<file path="src/rtl/fcsa_pkg.sv">
// Shared widths, field and product indices, and stage control type for the accumulator.
package fcsa_pkg;

    localparam int IN_W   = 16;
    localparam int ACC_W  = 56;
    localparam int NORM_W = 55;
    localparam int POW_W  = 33;
    localparam int IDX_W  = 21;

    localparam int NUM_RAW  = 6;
    localparam int NUM_PROD = 16;
    localparam int NUM_COH  = 4;
    localparam int NUM_SPIN = 3;

    // Positions of the six input samples.
    localparam int R_RE0 = 0;
    localparam int R_IM0 = 1;
    localparam int R_RE1 = 2;
    localparam int R_IM1 = 3;
    localparam int R_RE2 = 4;
    localparam int R_IM2 = 5;

    // Positions of the sixteen partial products.
    localparam int P_U0U0 = 0;
    localparam int P_V0V0 = 1;
    localparam int P_U1U1 = 2;
    localparam int P_V1V1 = 3;
    localparam int P_U2U2 = 4;
    localparam int P_V2V2 = 5;
    localparam int P_U1U0 = 6;
    localparam int P_V1V0 = 7;
    localparam int P_V1U0 = 8;
    localparam int P_U1V0 = 9;
    localparam int P_U2U0 = 10;
    localparam int P_V2V0 = 11;
    localparam int P_V2U0 = 12;
    localparam int P_U2V0 = 13;
    localparam int P_U1V2 = 14;
    localparam int P_V1U2 = 15;

    // Positions of the coherence and spin sums.
    localparam int C10_RE = 0;
    localparam int C10_IM = 1;
    localparam int C20_RE = 2;
    localparam int C20_IM = 3;
    localparam int S_01   = 0;
    localparam int S_12   = 1;
    localparam int S_20   = 2;

    typedef struct packed {
        logic valid;
        logic last;
    } fcsa_ctl_t;

    // Width of a sample as the datapath sees it. Samples wider than the
    // field are the field zero-extended, so one extra bit holds them.
    function automatic int samp_width(input int sample_bits);
        return (sample_bits > IN_W) ? IN_W + 1 : sample_bits;
    endfunction

endpackage

</file>
<file path="src/rtl/fcsa_combine.sv">
// Registered per-voxel terms: coherence terms, doubled spin terms and the squared magnitude.
module fcsa_combine #(
    parameter int SAMPLE_BITS = 16
) (
    input  logic                clk,
    input  logic                rst_n,
    input  logic                en,
    input  fcsa_pkg::fcsa_ctl_t ctl_in,
    input  logic signed [2*fcsa_pkg::samp_width(SAMPLE_BITS)-1:0] prod [fcsa_pkg::NUM_PROD],
    output fcsa_pkg::fcsa_ctl_t ctl_out,
    output logic signed [2*fcsa_pkg::samp_width(SAMPLE_BITS):0] coh_term [fcsa_pkg::NUM_COH],
    output logic signed [2*fcsa_pkg::samp_width(SAMPLE_BITS)+1:0] spin_term [fcsa_pkg::NUM_SPIN],
    output logic [2*fcsa_pkg::samp_width(SAMPLE_BITS):0] power
);
    import fcsa_pkg::*;

    localparam int PW = 2 * samp_width(SAMPLE_BITS);

    fcsa_ctl_t             ctl_reg;
    logic signed [PW:0]    coh_next [NUM_COH];
    logic signed [PW:0]    coh_reg [NUM_COH];
    logic signed [PW+1:0]  spin_next [NUM_SPIN];
    logic signed [PW+1:0]  spin_reg [NUM_SPIN];
    logic signed [PW:0]    d12;
    logic signed [PW:0]    d20;
    logic signed [PW+1:0]  power_sum;
    logic [PW:0]           power_reg;

    always_comb
    begin
        coh_next[C10_RE] = (PW+1)'(prod[P_U1U0]) + (PW+1)'(prod[P_V1V0]);
        coh_next[C10_IM] = (PW+1)'(prod[P_V1U0]) - (PW+1)'(prod[P_U1V0]);
        coh_next[C20_RE] = (PW+1)'(prod[P_U2U0]) + (PW+1)'(prod[P_V2V0]);
        coh_next[C20_IM] = (PW+1)'(prod[P_V2U0]) - (PW+1)'(prod[P_U2V0]);

        // The spin term of components 0 and 1 is twice the imaginary part of
        // their coherence; the other two need their own differences.
        d12 = (PW+1)'(prod[P_U1V2]) - (PW+1)'(prod[P_V1U2]);
        d20 = (PW+1)'(prod[P_U2V0]) - (PW+1)'(prod[P_V2U0]);
        spin_next[S_01] = signed'({coh_next[C10_IM], 1'b0});
        spin_next[S_12] = signed'({d12, 1'b0});
        spin_next[S_20] = signed'({d20, 1'b0});

        power_sum = (PW+2)'(prod[P_U0U0]) + (PW+2)'(prod[P_V0V0])
                  + (PW+2)'(prod[P_U1U1]) + (PW+2)'(prod[P_V1V1])
                  + (PW+2)'(prod[P_U2U2]) + (PW+2)'(prod[P_V2V2]);
    end

    always_ff @(posedge clk or negedge rst_n)
    begin
        if (!rst_n)
        begin
            ctl_reg <= '0;
        end
        else if (en)
        begin
            ctl_reg <= ctl_in;
        end
    end

    always_ff @(posedge clk)
    begin
        if (en)
        begin
            coh_reg   <= coh_next;
            spin_reg  <= spin_next;
            power_reg <= power_sum[PW:0];
        end
    end

    assign ctl_out   = ctl_reg;
    assign coh_term  = coh_reg;
    assign spin_term = spin_reg;
    assign power     = power_reg;

endmodule

</file>
<file path="config.mk">
export PLATFORM = sky130hd
export DESIGN_NAME = fcsa_combine
export DESIGN_NICKNAME = d
export VERILOG_FILES = /design/src/rtl/fcsa_pkg.sv /design/src/rtl/fcsa_combine.sv
export SDC_FILE = /design/constraint.sdc
export NUM_CORES = 1
export LEC_CHECK = 0
export ABC_AREA = 1
export BUFFER_PORTS_ARGS = -buffer_cell sky130_fd_sc_hd__buf_2
export CAP_MARGIN = 20
export CORE_AREA = 2 2 306 308
export CTS_CLUSTER_DIAMETER = 40
export DETAILED_ROUTE_END_ITERATION = 10
export DIE_AREA = 0 0 308 310
export PLACE_DENSITY_LB_ADDON = 0.2
export RECOVER_POWER = 25
export SLEW_MARGIN = 10
export SYNTH_ARGS = -nofsm -noshare
export SYNTH_HDL_FRONTEND = slang
export SYNTH_SLANG_ARGS = --single-unit
</file>
<file path="constraint.sdc">
create_clock -name clk -period 2.55 [get_ports clk]
set_clock_uncertainty 0.2 [all_clocks]
set_input_delay 0.51 -clock clk [delete_from_list [all_inputs] [get_ports clk]]
set_output_delay 0.51 -clock clk [all_outputs]
set_load 0.01 [all_outputs]
</file>
==> impl_results.md <==
* Chip width at 308 microns
* Die area at 95500 sq um
* First-pass GRT wire length at 154000 microns
* H-tree levels at 2
* Initial Util at 30.4%
* Crit end category: register
* # fillers at 9904
* Critical path peak fanout at 3
* Critical Path AT at 3.49 ns
* Initial antenna violation count at 24
* Max-cap check violation count at 0
* First-pass DRT Iterations at 5
* Area after DPL at 34700 sq um
* GRT Residual Overflow at 0
* Pre-CTS setup slack at -1.49 ns
* Top-Level Pins at 786
* RSZ-0062 raised after global routing: true
* Met3 Use GR at 4.54%
* Power per cell area at 767 nW/um^2
* Post-route setup slack at -0.809 ns
* Drt wl/cell at 15.7 microns
* Area leader, netlist: edfxtp_1
* Lkg Pwr at 22.8 nW
* Synth Register Bits at 232
* Clock root buffer: clkbuf_16
* Yosys Warn Count at 0
* Max reg flops at 132
* Worst slew pin tran at 1.43 ns
* Largest net degree at the start of global routing at 50
* PortBufs at 782
* R2R Setup Slk at 1.60 ns
* Synthesized cell area at 28100 sq um
* Avg Cell Area, Syn at 6.43 sq um
* Class of the most critical setup path: in2reg
* Starting DRT DRC Count at 1527
* Commonest non-fill, non-tap cells in the layout: nand2_1, inv_1, buf_2
* Most common cell after layout, fill and taps aside: nand2_1
* EDFF count, synth at 230
* Top_reg_cell synth: edfxtp_1
* Post-synthesis sequential area ratio at 24.8%
* # DRC at 0
* Final wirelength at 103000 microns
* Final setup vio count at 30
* FP Rows at 112
* Max IR drop VDD at 0.619 mV
* Synth area leaders: edfxtp_1, nand2_1, inv_1
* Yosys cell types at 32
* Fraction of layout instances using a drive strength above 1 at 24.2%
* FF-to-FF End: ctl_out[1]
* TritonCTS buffer count at 54
* Worst hold start: prod[192]
* Met1 Usage GRT at 25.3%
* GRT Util Overall at 21.1%
* Slew Viols, Final at 0
* Vias post-DR at 28206
* Reg2Reg Depth at 1
* Hold Crit Depth at 3
* Bufs on Longest Clock Path at 3
* Global routing usage on met2 at 37.3%
* Post-Synthesis Cells at 4371
* Detailed Place HPWL at 90900 microns
* Post-synth top area share at 24.6%
* Hold Path Class: in2reg
* Period minus WS final at 3.36 ns
* CTS clk-pin slew, worst paths at 0.05 ns
* Die Height at 310 microns
* Synth-to-Final Area Change at 33.2%
* R2R Path Start: ctl_out[1]
* Fmax at 298 MHz
* Status: finished with violations
* Synth async-reset ratio at 0.862%
* Via/cell ratio at 4.27
* CP Launch Type: primary input
* Fin. Hold Viols at 0
* Insertion delay to the later sink of the worst-skew pair at 0.60 ns
* WHS at 0.0943 ns
* Failing checks: negative setup slack
* Post-layout net count at 6220
* Global routing's busiest layer: met2
* Core Area at 92500 sq um
* RePlAce Congestion at 0.936
* Vias in the first global route at 27781
* Post-route cell area at 37400 sq um
* WP data required at 2.68 ns
* # clock sinks at 232
* Hold path endpoint: coh_term[66]
* CTS tree: built
* Final period util at 132%
* Slew headroom at 4.58%
* Final antenna-violating net count at 0
critical path: stages:
cell	delay, ns
buf_8	0.09
inv_8	0.03
fa_1	0.56
inv_2	0.06
fa_1	0.47
inv_1	0.05
fa_1	0.51
inv_2	0.06
ha_4	0.16
fa_2	0.36
nand3_2	0.09
nand3_4	0.08
buf_4	0.14
buf_6	0.10
buf_6	0.10
xor2_1	0.13
layer usage:
layer	part of all wire, %	vias to the layer above
li1	-	14695
met1	42	12593
met2	48	740
met3	6.6	160
met4	3.3	18
met5	0.10	-
cells in the mapped netlist, types with 18 or more instances:
master       n
nand2_1   1724
inv_1     1248
edfxtp_1   230
ha_1       223
nor2_1     214
nand3_1    159
a21oi_1    145
fa_1       133
xor2_1      99
buf_4       51
nor2_2      23
nand2_2     18
repair_timing:
action | 4_1_cts | 5_1_grt
buffers inserted | 9 | 13
pin swaps | 54 | 61
hold buffers | 8 | 0
endpoints found under the setup margin | 30 | 42
gates resized for setup | 116 | 91
hold endpoints to repair | 6 | 0
gates cloned | 0 | 0
through the flow:
step | total power, mW | setup TNS, ns | instances | util, %
2_1_floorplan | 14.3 | -27.38 | 4373 | -
3_3_place_gp | 19.9 | -42.65 | 6461 | 37.5
3_5_place_dp | 19.9 | -42.63 | 6461 | 37.5
4_1_cts | 27.9 | -18.54 | 6577 | 40.1
5_1_grt | 30.9 | -22.93 | 6601 | 40.5
6_report | 28.7 | -20.63 | 6604 | 40.5
report_power, final:
| part | switching (mW) | internal (mW) |
|---|---|---|
| sequential | 0.335 | 5.46 |
| combinational | 9.42 | 6.87 |
| clock | 2.55 | 4.08 |
worst max path at each step:
| stage | from | to | slack (ns) | cells past startpoint |
|---|---|---|---|---|
| after CTS | prod[322] | power[14] | -0.77 | 16 |
| after floorplan | prod[322] | power[18] | -1.08 | 17 |
| after detailed placement | prod[322] | power[14] | -1.49 | 16 |
| after global placement | prod[322] | power[30] | -1.47 | 18 |
| final | prod[322] | power[6] | -0.81 | 16 |
| after global routing | prod[322] | power[28] | -0.90 | 18 |
layout make-up:
type,count,area (sq um),area share (%)
Timing Repair Buffer,972,5470,14.6
Antenna cell,15,37.5,0.100
Multi-Input combinational cell,2828,17000,45.4
Clock buffer,59,1370,3.66
Clock inverter,42,362,0.966
Tap cell,1197,1500,4.00
Sequential cell,232,6960,18.6
Inverter,1259,4750,12.7
kinds of logic (layout without fill, tap and decap cells):
kind of cell               after synthesis  in the layout  share of synthesized area [%]
AOI/OAI and AO/OA                      163            163                           3.06
xor gates and xnor gates               109            109                           3.40
adders and majority gates              356            356                           19.4
buffers and inverters                 1313           2332                           18.2
DFF                                    232            232                           24.8
muxes                                    2              2                         0.0802
other                                    1             18                         0.0133
and+or+nand+nor                       2195           2195                           31.0
No activity file was read; power rests on OpenSTA's default activity.
